File: src/rtl/tlq_pkg.sv
package tlq_pkg;

  localparam int FIFO_DEPTH_DEF = 2;

  localparam logic [2:0] VTX_START_L  = 3'd0;
  localparam logic [2:0] VTX_END_L    = 3'd1;
  localparam logic [2:0] VTX_END_R    = 3'd2;
  localparam logic [2:0] VTX_END_R2   = 3'd3;
  localparam logic [2:0] VTX_START_R  = 3'd4;
  localparam logic [2:0] VTX_LAST     = 3'd5;

  typedef enum logic [3:0] {
    F_IDLE,
    F_NORM,
    F_MULX,
    F_MULY,
    F_SQRT,
    F_MULA,
    F_MULB,
    F_DIV,
    F_PUSH
  } tlq_fstate_t;

  // One input segment as it arrives.
  typedef struct packed {
    logic signed [31:0] sx;
    logic signed [31:0] sy;
    logic signed [31:0] ex;
    logic signed [31:0] ey;
    logic        [30:0] w;
    logic        [31:0] rgba;
  } tlq_line_t;

  // A classified segment with its finished offset, handed to the back end.
  typedef struct packed {
    logic signed [31:0] sx;
    logic signed [31:0] sy;
    logic signed [31:0] ex;
    logic signed [31:0] ey;
    logic signed [31:0] hx;
    logic signed [31:0] hy;
    logic        [31:0] rgba;
  } tlq_seg_t;

  function automatic logic [31:0] sat33(input logic [32:0] v);
    logic [31:0] r;
    if (v[32] != v[31]) begin
      r = v[32] ? 32'h8000_0000 : 32'h7FFF_FFFF;
    end else begin
      r = v[31:0];
    end
    return r;
  endfunction

endpackage

File: src/rtl/tlq_back.sv
module tlq_back (
  input  logic              clk,
  input  logic              rst,
  input  logic              seg_valid,
  output logic              seg_ready,
  input  tlq_pkg::tlq_seg_t seg,
  output logic              m_tvalid,
  input  logic              m_tready,
  output logic [95:0]       m_tdata,
  output logic              m_tlast,
  output logic [2:0]        m_tuser
);

  logic [2:0]  vnum;
  logic        adv;
  logic        use_end, neg;
  logic [32:0] bx, by, ox, oy, sumx, sumy;

  assign adv       = seg_valid && (!m_tvalid || m_tready);
  assign seg_ready = adv && (vnum == tlq_pkg::VTX_LAST);

  always_comb begin
    case (vnum) inside
      tlq_pkg::VTX_END_L:                     begin use_end = 1'b1; neg = 1'b0; end
      tlq_pkg::VTX_END_R, tlq_pkg::VTX_END_R2: begin use_end = 1'b1; neg = 1'b1; end
      tlq_pkg::VTX_START_R:                   begin use_end = 1'b0; neg = 1'b1; end
      default:                                begin use_end = 1'b0; neg = 1'b0; end
    endcase
  end

  assign bx   = use_end ? {seg.ex[31], seg.ex} : {seg.sx[31], seg.sx};
  assign by   = use_end ? {seg.ey[31], seg.ey} : {seg.sy[31], seg.sy};
  assign ox   = {seg.hx[31], seg.hx};
  assign oy   = {seg.hy[31], seg.hy};
  assign sumx = neg ? bx - ox : bx + ox;
  assign sumy = neg ? by - oy : by + oy;

  always_ff @(posedge clk) begin
    if (rst) begin
      m_tvalid <= 1'b0;
      vnum     <= tlq_pkg::VTX_START_L;
    end else if (adv) begin
      m_tvalid <= 1'b1;
      vnum     <= (vnum == tlq_pkg::VTX_LAST) ? tlq_pkg::VTX_START_L : vnum + 3'd1;
    end else if (m_tready) begin
      m_tvalid <= 1'b0;
    end
  end

  always_ff @(posedge clk) begin
    if (adv) begin
      m_tdata <= {seg.rgba, tlq_pkg::sat33(sumy), tlq_pkg::sat33(sumx)};
      m_tuser <= vnum;
      m_tlast <= (vnum == tlq_pkg::VTX_LAST);
    end
  end

endmodule

File: config.mk
export PLATFORM = sky130hd
export DESIGN_NAME = tlq_back
export DESIGN_NICKNAME = d
export VERILOG_FILES = /design/src/rtl/tlq_pkg.sv /design/src/rtl/tlq_back.sv
export SDC_FILE = /design/constraint.sdc
export NUM_CORES = 1
export LEC_CHECK = 0
export BUFFER_PORTS_ARGS = -buffer_cell sky130_fd_sc_hd__buf_4
export CAP_MARGIN = 20
export CORE_ASPECT_RATIO = 0.8
export CORE_MARGIN = 1.5
export CORE_UTILIZATION = 57
export CTS_BUF_LIST = sky130_fd_sc_hd__clkbuf_8
export DETAILED_ROUTE_END_ITERATION = 8
export MAX_ROUTING_LAYER = met4
export PLACE_DENSITY = 0.95
export SYNTH_ARGS = -nofsm -noshare
export SYNTH_HDL_FRONTEND = slang
export SYNTH_SLANG_ARGS = --single-unit
File: constraint.sdc
create_clock -name clk -period 11.4 [get_ports clk]
set_input_delay 1.71 -clock clk [delete_from_list [all_inputs] [get_ports clk]]
set_output_delay 1.71 -clock clk [all_outputs]
set_load 0.02 [all_outputs]
==> key figures <==
Clocking
  – Hold Buf Count CTS: 0
  – Clock transition at the registers of the reported paths: approximately 100 ps
  – Sink Count: around 100
  – H-Tree Depth: 3
  – Clock latency reported for the late side of the worst-skew pair: around 400 ps
  – Deepest clock path buffer count: 2
  – TritonCTS clock tree: done
  – Resize count post-CTS: 0
  – Root buffer cell: sky130_fd_sc_hd__clkbuf_8
  – Number of buffers created by CTS: 9
  – Setup repair bufs after CTS: 0

Placed design
  – Last weighted congestion value of the routability-driven placer: about 1.0
  – Total of buffers placed on input and output ports: 329
  – DP HPWL: 23.3 mm

Critical path
  – Critical path fanouts, max: 20
  – Category of the worst setup path launch point: primary input
  – Data arrival time of the worst path: 6840 ps
  – Worst Setup End Kind: flop
  – Worst Setup Path Type: in -> reg
  – CP required: ~12000 ps

Finish
  – Filler Cell Count: between 1000 and 1500
  – Area of the multi-input gates: 6120 um2
  – Share of cells above drive strength 1: 0.363
  – Area added between synthesis and finish: 30.2%
  – Antenna fix cells: 0
  – Post-layout nets: about 1600
  – Final Util: 0.770
  – Reg area: between 3000 and 4000 um2

Timing
  – Pin slew with the least headroom to its limit: ~1000 ps
  – Number of setup violations in the final report: 0
  – Worst slew margin relative to its limit: 0.323
  – Maximum clock rate: ~0.15 GHz
  – Total negative slack for setup checks: 0 ps
  – Final min period: 6590 ps
  – Worst setup skew after layout: between 10 and 15 ps
  – Pins over their slew limit: 0
  – Hold violation count in the final report: 0
  – Final worst path period share: 0.578
  – Setup repair after global routing missed its margin: no

Die
  – Full die area: between 15000 and 20000 um2
  – Core box area: about 16000 um2
  – Chip height: about 120 um
  – Core Rows: 41
  – I/O pin count: 330
  – Initial Utilization: 0.592
  – Die Wd: around 150 um

Detailed routing
  – Average detailed-routed wire length per instance: around 20 um
  – TritonRoute pass-1 iters: 6
  – DRC violations left: 0
  – Number of vias per cell: slightly above 6
  – DR iter-0 viols: just over 800
  – Antenna-violating nets left: 0
  – Aggregate routed wire length: slightly below 30 mm
  – Count of vias placed by the detailed router: 9200

Global routing
  – Leftover overflow at the end of global routing: 0
  – Maximum number of pins on one net before global-route repair: 56
  – Vias in the first global route: between 9000 and 10000
  – Initial antenna violation count: 0
  – Global routing usage summed across all routing layers: 0.345
  – First-pass GRT wire length: roughly 46 mm

Synth
  – Syn Nets: around 1300
  – Post-synth top cells: sky130_fd_sc_hd__edfxtp_1, sky130_fd_sc_hd__a21oi_1, sky130_fd_sc_hd__ha_1
  – Number of distinct library cells after synthesis: 66
  – Area contributors post-synth: sky130_fd_sc_hd__edfxtp_1, sky130_fd_sc_hd__ha_1, sky130_fd_sc_hd__mux2_2, sky130_fd_sc_hd__xor2_1, sky130_fd_sc_hd__xnor2_1
  – Post-synthesis average cell area: about 9.9 um2
  – Number of instances in the synthesized netlist: roughly 960
  – Number of warnings printed during yosys synthesis: 0
  – Proportion of netlist area held by the largest area contributor: 0.317
  – Number of synthesized register bits: around 100
  – Cell with the most instances after synthesis: sky130_fd_sc_hd__edfxtp_1
  – Share of synthesized area occupied by flip-flops and latches: 0.326
  – Number of synthesized flops with an enable pin: 100
  – Synthesized cell area: roughly 9500 um2
  – Most common flop cell mapped by yosys: sky130_fd_sc_hd__edfxtp_1
  – Proportion of register bits with asynchronous set or reset after synthesis: 0
  – Yosys top cell by area: sky130_fd_sc_hd__edfxtp_1

Power and ir drop
  – Cell area power density: ~200 nW/um2
  – Total power consumption of the routed design: 2.42 mW
  – Largest voltage drop on the vdd net: around 130 uV
  – Cell leakage power: about 5.4 nW

Outcome
  – Outcome: finished, final reports clean

Flow run
  – Max cap viols: 0

Hold path
  – Min-Delay Path Class: reg -> reg
==> report_power, final <==
group,switching (mW),internal [mW]
Sequential,0.0444,0.606
Clock,0.147,0.0822
Combinational,0.862,0.682
Total,1.05,1.37
==> sequential cells by signal, summed over array words and instances, names as in the netlist <==
register  count
m_tdata      96
m_tlast       1
m_tuser       3
m_tvalid      1
vnum          3
==> routing by layer <==
layer | track usage | share of wire | up-vias
met3 | 0.0629 | 0.097 | 102
li1 | - | - | 4200
met4 | 0.162 | 0.049 | 0
met5 | - | 0 | -
met1 | 0.423 | 0.38 | 4289
met2 | 0.552 | 0.47 | 609
==> worst max-delay path, stage by stage <==
cell and delay, ps:
sky130_fd_sc_hd__buf_4 130, sky130_fd_sc_hd__inv_1 80, sky130_fd_sc_hd__ha_1 190, sky130_fd_sc_hd__or4b_1 480
sky130_fd_sc_hd__or4_1 620, sky130_fd_sc_hd__or3_1 470, sky130_fd_sc_hd__o31ai_1 310, sky130_fd_sc_hd__xor2_1 180
sky130_fd_sc_hd__ha_1 300, sky130_fd_sc_hd__a21o_1 200, sky130_fd_sc_hd__o21bai_1 170, sky130_fd_sc_hd__o41ai_1 550
sky130_fd_sc_hd__o21ai_0 280, sky130_fd_sc_hd__xor2_2 540, sky130_fd_sc_hd__buf_4 390, sky130_fd_sc_hd__maj3_1 230
==> layout make-up <==
class | instances | area share
sequential | 104 | 0.250
tap | 215 | 0.0218
clock inverter | 7 | 0.00467
clock buffer | 9 | 0.0101
inverter | 35 | 0.0109
timing repair buffer | 338 | 0.206
multi-input combinational | 777 | 0.496
==> stage by stage <==
step           area, um2  hold slack, ps  setup WS, ps  cells
4_1_cts            12300             531          4900   1485
5_1_grt            12300             557          4560   1485
2_1_floorplan       9470             406          5300    959
3_5_place_dp       12100             497          4520   1469
3_3_place_gp       12100             486          4740   1469
6_report           12300             527          4810   1485
==> path summary, 6_finish.rpt <==
path,startpoint,to,slack (ps),cells after the start
setup reg to reg,vnum[2],m_tdata[28],5010,16
hold reg to reg,m_tvalid,m_tvalid,530,2
hold / removal,m_tvalid,m_tvalid,530,2
setup / recovery,seg[64],m_tdata[28],4810,16
==> cell usage in the layout, fill, tap and decap left out, drive strengths merged, types with 8 or more instances in the layout <==
cell type and n:
buf 338, o21ai 54, xnor2 60, nand2 42, a21o 35, o31ai 12
a21oi 77, nand3 14, maj3 62, inv 38, and3 8, or3 11
a31oi 14, or4 10, o21a 11, o21bai 13, nor2b 9, nand2b 13
ha 67, nor3 11, xor2 66, mux2 60, nor2 48, edfxtp 100
o41ai 8, clkbuf 9
==> kinds of logic (layout without fill, tap and decap cells) <==
kind of cell | after synthesis | count (layout) | share of synthesized area
buffers and inverters | 78 | 389 | 0.0337
XOR/XNOR | 126 | 126 | 0.117
flip-flops | 104 | 104 | 0.326
AO/OA/AOI/OAI | 265 | 265 | 0.180
AND/OR/NAND/NOR | 190 | 190 | 0.104
multiplexers | 65 | 65 | 0.0766
adder cells (fa/ha/maj) | 131 | 131 | 0.162
Note: power is estimated with default switching activity, not from simulation.
