--- src/rtl/tlq_pkg.sv ---
package tlq_pkg;

  localparam int FIFO_DEPTH_DEF = 2;

  localparam logic [2:0] VTX_START_L  = 3'd0;
  localparam logic [2:0] VTX_END_L    = 3'd1;
  localparam logic [2:0] VTX_END_R    = 3'd2;
  localparam logic [2:0] VTX_END_R2   = 3'd3;
  localparam logic [2:0] VTX_START_R  = 3'd4;
  localparam logic [2:0] VTX_LAST     = 3'd5;

  typedef enum logic [3:0] {
    F_IDLE,
    F_NORM,
    F_MULX,
    F_MULY,
    F_SQRT,
    F_MULA,
    F_MULB,
    F_DIV,
    F_PUSH
  } tlq_fstate_t;

  // One input segment as it arrives.
  typedef struct packed {
    logic signed [31:0] sx;
    logic signed [31:0] sy;
    logic signed [31:0] ex;
    logic signed [31:0] ey;
    logic        [30:0] w;
    logic        [31:0] rgba;
  } tlq_line_t;

  // A classified segment with its finished offset, handed to the back end.
  typedef struct packed {
    logic signed [31:0] sx;
    logic signed [31:0] sy;
    logic signed [31:0] ex;
    logic signed [31:0] ey;
    logic signed [31:0] hx;
    logic signed [31:0] hy;
    logic        [31:0] rgba;
  } tlq_seg_t;

  function automatic logic [31:0] sat33(input logic [32:0] v);
    logic [31:0] r;
    if (v[32] != v[31]) begin
      r = v[32] ? 32'h8000_0000 : 32'h7FFF_FFFF;
    end else begin
      r = v[31:0];
    end
    return r;
  endfunction

endpackage

--- src/rtl/tlq_fifo.sv ---
module tlq_fifo #(
  parameter int DEPTH = tlq_pkg::FIFO_DEPTH_DEF
) (
  input  logic              clk,
  input  logic              rst,
  input  logic              in_valid,
  output logic              in_ready,
  input  tlq_pkg::tlq_seg_t in_seg,
  output logic              out_valid,
  input  logic              out_ready,
  output tlq_pkg::tlq_seg_t out_seg
);

  localparam int IDX_W = (DEPTH > 1) ? $clog2(DEPTH) : 1;
  localparam int CNT_W = $clog2(DEPTH + 1);

  tlq_pkg::tlq_seg_t mem [DEPTH];
  logic [IDX_W-1:0]  wptr, rptr;
  logic [CNT_W-1:0]  count;
  logic              push, pop;

  assign in_ready  = (count != CNT_W'(DEPTH));
  assign out_valid = (count != '0);
  assign out_seg   = mem[rptr];
  assign push      = in_valid && in_ready;
  assign pop       = out_valid && out_ready;

  always_ff @(posedge clk) begin
    if (rst) begin
      wptr  <= '0;
      rptr  <= '0;
      count <= '0;
    end else begin
      if (push) wptr <= (wptr == IDX_W'(DEPTH - 1)) ? '0 : wptr + 1'b1;
      if (pop)  rptr <= (rptr == IDX_W'(DEPTH - 1)) ? '0 : rptr + 1'b1;
      if (push && !pop) count <= count + 1'b1;
      else if (pop && !push) count <= count - 1'b1;
    end
  end

  always_ff @(posedge clk) begin
    if (push) mem[wptr] <= in_seg;
  end

endmodule

--- config.mk ---
export PLATFORM = sky130hd
export DESIGN_NAME = tlq_fifo
export DESIGN_NICKNAME = d
export VERILOG_FILES = /design/src/rtl/tlq_pkg.sv /design/src/rtl/tlq_fifo.sv
export SDC_FILE = /design/constraint.sdc
export NUM_CORES = 1
export LEC_CHECK = 0
export BUFFER_PORTS_ARGS = -buffer_cell sky130_fd_sc_hd__buf_2
export CORE_MARGIN = 2
export CORE_UTILIZATION = 54
export CTS_BUF_LIST = sky130_fd_sc_hd__clkbuf_4 sky130_fd_sc_hd__clkbuf_8
export DETAILED_ROUTE_END_ITERATION = 6
export HOLD_SLACK_MARGIN = 0.02
export PLACE_DENSITY = 0.89
export REMOVE_ABC_BUFFERS = 1
export SETUP_SLACK_MARGIN = 0.3
export SYNTH_ARGS = -nofsm -noshare
export SYNTH_HDL_FRONTEND = slang
export SYNTH_SLANG_ARGS = --single-unit
--- constraint.sdc ---
create_clock -name clk -period 8.7 [get_ports clk]
set_clock_uncertainty 0.15 [all_clocks]
set_input_delay 1.305 -clock clk [delete_from_list [all_inputs] [get_ports clk]]
set_output_delay 1.305 -clock clk [all_outputs]
set_load 0.02 [all_outputs]
==> results of run 1 <==
per-stage QoR:
step	cell area, µm²	std cells
6_report	21000	1686
5_1_grt	21000	1685
4_1_cts	21000	1680
3_5_place_dp	19600	1556
3_3_place_gp	19600	1556
2_1_floorplan	16800	696
cell families (layout without fill, tap and decap cells):
group,after synthesis,after routing,share of synthesized area
compound gates,5,5,0.00176
xor+xnor,3,3,0.00154
fa+ha+maj,1,1,0.000734
buf+inv,26,583,0.0145
flops,453,453,0.795
mux,224,224,0.183
other cells,0,6,0
simple gates,9,9,0.00294
routing by layer:
metal  up-vias  part of all wire
met5         -            0.0016
met4         8             0.039
met3        98             0.086
met2       389              0.52
met1      4209              0.36
li1       3915                 -
power by group:
group / leakage (nW) / internal (mW) / switching, mW
logic: 3.25 / 0.774 / 1.03
clock network: 0.692 / 0.872 / 0.799
registers: 4.23 / 2.73 / 0.0958
cells in the mapped netlist:
master,n,area [µm²]
buf_6,19,214
and2_1,1,6.26
a21bo_2,1,10.0
edfxtp_1,448,13500
or2_2,1,6.26
nand2b_1,1,6.26
and3_1,1,6.26
nand3b_1,1,7.51
dfxtp_1,5,100
ha_1,1,12.5
a21oi_1,2,10.0
o21ai_0,2,10.0
or3_1,1,6.26
nor2_1,3,11.3
inv_1,1,3.75
mux2_2,64,721
buf_2,6,30.0
xor2_1,3,26.3
mux2_4,160,2400
sequential cells by signal, summed over array words and instances, names as in the netlist, named ones only:
signal and cells:
wptr 1, count 2, mem 448, rptr 1
layout by cell type (no fill, tap or decap), types with 3 or more instances in the layout:
| cell | synthesis | routed |
|---|---|---|
| clkinv_1 | 0 | 18 |
| buf_4 | 0 | 4 |
| clkinv_2 | 0 | 6 |
| diode_2 | 0 | 6 |
| clkinvlp_4 | 0 | 4 |
| nor2_1 | 3 | 3 |
| edfxtp_1 | 448 | 448 |
| buf_2 | 6 | 453 |
| xor2_1 | 3 | 3 |
| clkbuf_8 | 0 | 73 |
| mux2_2 | 64 | 64 |
| clkbuf_4 | 0 | 19 |
| mux2_4 | 160 | 160 |
| dfxtp_1 | 5 | 4 |
worst max path at each step:
stage                   start            to  slack [ns]  cells after the start
global placement     in_valid   mem[0][137]        4.72                      4
finish              flip-flop  out_seg[208]        4.32                      3
global route        flip-flop  out_seg[208]        4.16                      3
floorplan           flip-flop    out_seg[0]       -1.19                      1
CTS                 flip-flop  out_seg[203]        4.24                      3
detailed placement   in_valid    mem[0][22]        4.67                      4
worst min-delay path, stage by stage, from the launching register on:
cell and delay, ns:
dfxtp_1 0.32, xor2_1 0.07, nor2_1 0.07
layout make-up:
class / instances / area [µm²] / area share
Antenna cell: 6 / 15.0 / 0.000715
Clock buffer: 92 / 1150 / 0.0547
Clock inverter: 32 / 188 / 0.00894
Inverter: 1 / 11.3 / 0.000537
Multi-Input combinational cell: 242 / 3250 / 0.155
Sequential cell: 453 / 13600 / 0.646
Tap cell: 402 / 503 / 0.0240
Timing Repair Buffer: 458 / 2320 / 0.110
==> summary.json, run 1 <==
{
  "final_period_minus_worst_setup_slack": {"value": 4.38, "unit": "ns"},
  "fp.dieH": {"value": 182, "unit": "µm"},
  "core_area": {"value": 31300, "unit": "µm²"},
  "via_count": {"value": 8619},
  "drtIter0Drc": {"value": 580},
  "post_synth_instance_area": {"value": 17000, "unit": "µm²"},
  "hold_violations": {"value": 0},
  "wire_length_of_the_first_global_routing_pass": {"value": 50.0, "unit": "mm"},
  "cap_violations": {"value": 0},
  "io-pin-count": {"value": 454},
  "syn-mean-instance-area": {"value": 23.6, "unit": "µm²"},
  "post_route_cells_drive_above_1_share": {"value": 0.621},
  "end_kind": {"value": "primary output"},
  "floorplan.die.width": {"value": 182, "unit": "µm"},
  "p_per_area": {"value": 301, "unit": "nW/µm²"},
  "met2_usage": {"value": 0.353},
  "crit_path_start_kind": {"value": "flip-flop"},
  "global_route.usage.met3": {"value": 0.0690},
  "ir_drop_worst_case_vdd": {"value": 0.469, "unit": "mV"},
  "grt_util_all_layers": {"value": 0.199},
  "power_leakage": {"value": 8.16, "unit": "nW"},
  "clock-sinks": {"value": 453},
  "ctsRootBufferMaster": {"value": "clkbuf_8"},
  "clkLatencyLatePin": {"value": 0.56, "unit": "ns"},
  "gr-usage-met1": {"value": 0.210},
  "post_cts_buffers": {"value": 0},
  "timing.reg2reg.setup_slack": {"value": 5.33, "unit": "ns"},
  "crit_buf_inv": {"value": 2},
  "finalCritPeriodShare": {"value": 0.504},
  "cpMaxStageDelayCell": {"value": "buf_4"},
  "cts_resized": {"value": 0},
  "critical_path_type": {"value": "reg2out"},
  "dp_hpwl": {"value": 22.4, "unit": "mm"},
  "setup_ws": {"value": 4.32, "unit": "ns"},
  "count_of_state_elements_after_synthesis": {"value": 453},
  "avgRoutedWirePerCell": {"value": 20.1, "unit": "µm"},
  "reg2reg_launch_point": {"value": "count[0]"},
  "synth_cells": {"value": 721},
  "fillCellCount": {"value": 1985},
  "clkSlewWorstSetupHoldPaths": {"value": 0.06, "unit": "ns"},
  "max_transition_margin": {"value": 0.258},
  "detail-route-antenna-nets": {"value": 0},
  "synthDistinctLibCells": {"value": 19},
  "outcome": {"value": "finished clean"},
  "synth.yosys.seq_area_share": {"value": 0.795},
  "number_of_clock_buffers_inserted_by_tritoncts": {"value": 72},
  "viasPerCell": {"value": 5.11},
  "reg2reg_depth": {"value": 4},
  "cts.htree.levels": {"value": 3},
  "cts_max_path_buffers": {"value": 3},
  "max_fclk": {"value": 228, "unit": "MHz"},
  "totalWireLength": {"value": 33.9, "unit": "mm"},
  "first_global_vias": {"value": 9243},
  "crit-reg2reg-capture": {"value": "mem[0][163]"},
  "numPortBuffers": {"value": 453},
  "gr-total-overflow": {"value": 0},
  "finalSetupViolCount": {"value": 0},
  "grt_max_degree": {"value": 149},
  "area_growth_syn_to_layout": {"value": 23.1, "unit": "%"},
  "drt_drc_violations_left": {"value": 0},
  "cp_max_fo": {"value": 63},
  "drt_pass1_iterations": {"value": 4},
  "die-area": {"value": 33000, "unit": "µm²"},
  "path_delay_family": {"value": "buffers and inverters"},
  "synth.yosys.warnings": {"value": 0},
  "rsz0062_at_grt": {"value": "no"},
  "worst_hold_startpoint": {"value": "rptr"},
  "final_util": {"value": 0.670},
  "finalWeightedCongestion": {"value": 0.797},
  "pre_cts_ws": {"value": 4.67, "unit": "ns"},
  "std_cell_rows": {"value": 65},
  "min_delay_path_depth": {"value": 2},
  "worst_hold_path.endpoint": {"value": "rptr"},
  "finish.net_count": {"value": 1457},
  "slowest_delay": {"value": 0.96, "unit": "ns"},
  "grt_busiest_layer": {"value": "met2"},
  "worst-slew-pin-transition": {"value": 1.11, "unit": "ns"},
  "number_of_antenna_violations_at_the_first_check_in_global_routing": {"value": 10},
  "cp.arrival": {"value": 2.93, "unit": "ns"},
  "crit_path_cell_trace": {"value": "buf_4, mux2_2, buf_2"},
  "number_of_buffers_inserted_for_hold_repair_after_clock_tree_synthesis": {"value": 0},
  "worst_hold_slack": {"value": 0.355, "unit": "ns"},
  "setup_tns": {"value": 0, "unit": "ns"},
  "total_power": {"value": 6.31, "unit": "mW"},
  "final_max_slew_viol_count": {"value": 0},
  "worstHoldPathType": {"value": "reg2reg"},
  "initial_core_util": {"value": 0.544},
  "timing.critical_path.required": {"value": 7.24, "unit": "ns"},
  "tritoncts": {"value": "yes"}
}
No activity file was read; power rests on OpenSTA's default activity.
==> inputs of run 2 (changes only) <==
- CORE_UTILIZATION: 54 -> 49
- PLACE_DENSITY: 0.89 -> 0.85
- clock period: 8.7 -> 4 ns (I/O delays scaled with it)
==> run 2 against run 1 <==
Against the previous run:
- sequential share of layout area fell by 6.7 points
- die area rose by 10%
- utilization rose by 1.1 points
- via count rose by 13%
- worst setup slack got worse by 3.5 ns
- critical endpoint is now out_seg[40]
==> summary.json, run 2 (synthesis gave the netlist of run 1 again) <==
{
  "avgRoutedWirePerCell": {"value": 20.8, "unit": "µm", "change": "was 20.1 µm"},
  "post_route_cells_drive_above_1_share": {"value": 0.537, "change": "was 0.621"},
  "finish.net_count": {"value": 1687, "change": "was 1457"},
  "reg_top3": {"value": "mem (448), count (2)", "change": "unchanged"},
  "dpl_cell_area": {"value": 19900, "unit": "µm²", "change": "was 19600 µm²"},
  "grt_max_degree": {"value": 92, "change": "was 149"},
  "dp_hpwl": {"value": 23.7, "unit": "mm", "change": "was 22.4 mm"},
  "most_frequent_standard_cell_in_the_layout_excluding_fill_and_tap_cells": {"value": "buf_2", "change": "unchanged"},
  "cp_max_fo": {"value": 38, "change": "was 63"},
  "largest_register_ffs": {"value": 448, "change": "unchanged"},
  "timing.critical_path.required": {"value": 3.25, "unit": "ns", "change": "was 7.24 ns"},
  "cts_max_path_buffers": {"value": 3, "change": "unchanged"},
  "layout.area.seq": {"value": 13600, "unit": "µm²", "change": "unchanged"},
  "post_cts_buffers": {"value": 0, "change": "unchanged"},
  "setup_tns": {"value": 0, "unit": "ns", "change": "unchanged"},
  "critical_path_type": {"value": "reg2out", "change": "unchanged"},
  "cp.arrival": {"value": 2.48, "unit": "ns", "change": "was 2.93 ns"},
  "drt_drc_violations_left": {"value": 0, "change": "unchanged"},
  "io-pin-count": {"value": 454, "change": "unchanged"},
  "top_register": {"value": "mem", "change": "unchanged"},
  "totalWireLength": {"value": 40.7, "unit": "mm", "change": "was 33.9 mm"},
  "power_leakage": {"value": 9.17, "unit": "nW", "change": "was 8.16 nW"},
  "worst_hold_startpoint": {"value": "in_seg[201]", "change": "was rptr"},
  "finalCritPeriodShare": {"value": 0.807},
  "tritoncts": {"value": "yes", "change": "unchanged"},
  "reg2reg_launch_point": {"value": "count[0]", "change": "unchanged"},
  "final_max_slew_viol_count": {"value": 0, "change": "unchanged"},
  "cts.htree.levels": {"value": 3, "change": "unchanged"},
  "fillCellCount": {"value": 2105, "change": "was 1985"},
  "ir_drop_worst_case_vdd": {"value": 0.447, "unit": "mV", "change": "was 0.469 mV"},
  "clkLatencyLatePin": {"value": 0.59, "unit": "ns", "change": "was 0.56 ns"},
  "final_period_minus_worst_setup_slack": {"value": 3.23, "unit": "ns"},
  "setup_ws": {"value": 0.772, "unit": "ns", "change": "was 4.32 ns"},
  "first_global_vias": {"value": 10500, "change": "was 9243"},
  "clock-sinks": {"value": 453, "change": "unchanged"},
  "cap_violations": {"value": 0, "change": "unchanged"},
  "multi_input_area": {"value": 3250, "unit": "µm²", "change": "unchanged"},
  "drtIter0Drc": {"value": 526, "change": "was 580"},
  "gr-total-overflow": {"value": 0, "change": "unchanged"},
  "final_cell_mix": {"value": "buf_2, edfxtp_1, dlygate4sd3_1", "change": "was buf_2, edfxtp_1, mux2_4"},
  "worst-slew-pin-transition": {"value": 0.784, "unit": "ns", "change": "was 1.11 ns"},
  "grt_util_all_layers": {"value": 0.218, "change": "was 0.199"},
  "number_of_clock_buffers_inserted_by_tritoncts": {"value": 72, "change": "unchanged"},
  "finalWeightedCongestion": {"value": 0.785, "change": "was 0.797"},
  "ctsRootBufferMaster": {"value": "clkbuf_8", "change": "unchanged"},
  "area_growth_syn_to_layout": {"value": 37.3, "unit": "%", "change": "was 23.1%"},
  "max_transition_margin": {"value": 0.477, "change": "was 0.258"},
  "wire_length_of_the_first_global_routing_pass": {"value": 58.9, "unit": "mm", "change": "was 50.0 mm"},
  "end_kind": {"value": "primary output", "change": "unchanged"},
  "crit_path_start_kind": {"value": "flip-flop", "change": "unchanged"},
  "clkSlewWorstSetupHoldPaths": {"value": 0.06, "unit": "ns", "change": "about the same"},
  "drt_pass1_iterations": {"value": 4, "change": "unchanged"},
  "fp.dieH": {"value": 190, "unit": "µm", "change": "was 182 µm"},
  "cpMaxStageDelayCell": {"value": "dfxtp_4", "change": "was buf_4"},
  "slowest_delay": {"value": 0.82, "unit": "ns", "change": "was 0.96 ns"},
  "die-area": {"value": 36300, "unit": "µm²", "change": "was 33000 µm²"},
  "outcome": {"value": "finished clean", "change": "unchanged"},
  "p_per_area": {"value": 606, "unit": "nW/µm²", "change": "was 301 nW/µm²"},
  "pre_cts_ws": {"value": 1.40, "unit": "ns", "change": "was 4.67 ns"},
  "viasPerCell": {"value": 4.95, "change": "was 5.11"},
  "numPortBuffers": {"value": 453, "change": "unchanged"},
  "worst_hold_slack": {"value": 0.0710, "unit": "ns", "change": "was 0.355 ns"},
  "worstHoldPathType": {"value": "in2reg", "change": "was reg2reg"},
  "total_power": {"value": 14.2, "unit": "mW", "change": "was 6.31 mW"},
  "number_of_antenna_violations_at_the_first_check_in_global_routing": {"value": 6, "change": "was 10"},
  "placedCellCount": {"value": 1624, "change": "was 1556"},
  "hold_violations": {"value": 0, "change": "unchanged"},
  "finalSetupViolCount": {"value": 0, "change": "unchanged"},
  "detail-route-antenna-nets": {"value": 0, "change": "unchanged"},
  "max_fclk": {"value": 310, "unit": "MHz"},
  "final_util": {"value": 0.681, "change": "was 0.670"},
  "finalInstanceArea": {"value": 23400, "unit": "µm²", "change": "was 21000 µm²"},
  "floorplan.die.width": {"value": 190, "unit": "µm", "change": "was 182 µm"},
  "rsz0062_at_grt": {"value": "no", "change": "unchanged"},
  "std_cell_rows": {"value": 68, "change": "was 65"},
  "core_area": {"value": 34400, "unit": "µm²", "change": "was 31300 µm²"},
  "final_cell_count_no_fill": {"value": 1961, "change": "was 1686"},
  "crit_path_cell_trace": {"value": "buf_4, mux2_2, buf_2", "change": "unchanged"},
  "initial_core_util": {"value": 0.496, "change": "was 0.544"},
  "via_count": {"value": 9701, "change": "was 8619"}
}
==> run 2: cell count changes in the layout (fill, tap and decap cells not counted), moves of 3 or more <==
cell           previous run  this run
clkbuf_8                 73        77
clkinv_1                 18        14
clkinv_2                  6         3
dlygate4sd3_1             0       215
buf_4                     4        11
buf_12                    1         9
==> run 2: final timing paths <==
kind                 endpoint  slack (ns)  cells past startpoint
setup / recovery  out_seg[40]        0.77                      3
hold / removal    mem[1][201]        0.07                      1
setup reg to reg   mem[0][24]        1.57                      4
hold reg to reg     flip-flop        0.36                      2
==> run 2: timing repair <==
| item | in CTS | in global routing |
|---|---|---|
| hold buffers | 215 | 0 |
| hold endpoints to repair | 429 | 0 |
| endpoints found under the setup margin | 0 | 0 |
| resized for setup | 0 | 0 |
==> run 2: area by class of cell <==
type / instances / area share
timing repair buffer: 688 / 0.200
inverter: 1 / 0.000481
clock inverter: 21 / 0.00518
tap: 455 / 0.0243
sequential: 453 / 0.579
antenna: 4 / 0.000428
clock buffer: 97 / 0.0517
multi-input combinational: 242 / 0.139
==> run 2: power by group <==
part | switching [mW] | total (mW) | internal [mW]
Combinational | 2.38 | 4.26 | 1.88
Sequential | 0.239 | 6.17 | 5.93
Clock | 1.73 | 3.74 | 2.01
Total | 4.35 | 14.2 | 9.82
==> run 2: layer usage <==
layer / wire length, µm / vias up / global-route usage
met5: 30 / - / 0
met4: 1770 / 4 / 0.115
met3: 2950 / 110 / 0.0631
met2: 21400 / 436 / 0.390
met1: 14600 / 4789 / 0.232
li1: - / 4362 / -
==> run 2: worst max-delay path: cells and delay by family (launching register included) <==
family,cells,cell delay [ns]
flops,1,0.82
buf+inv,2,0.65
mux,1,0.40
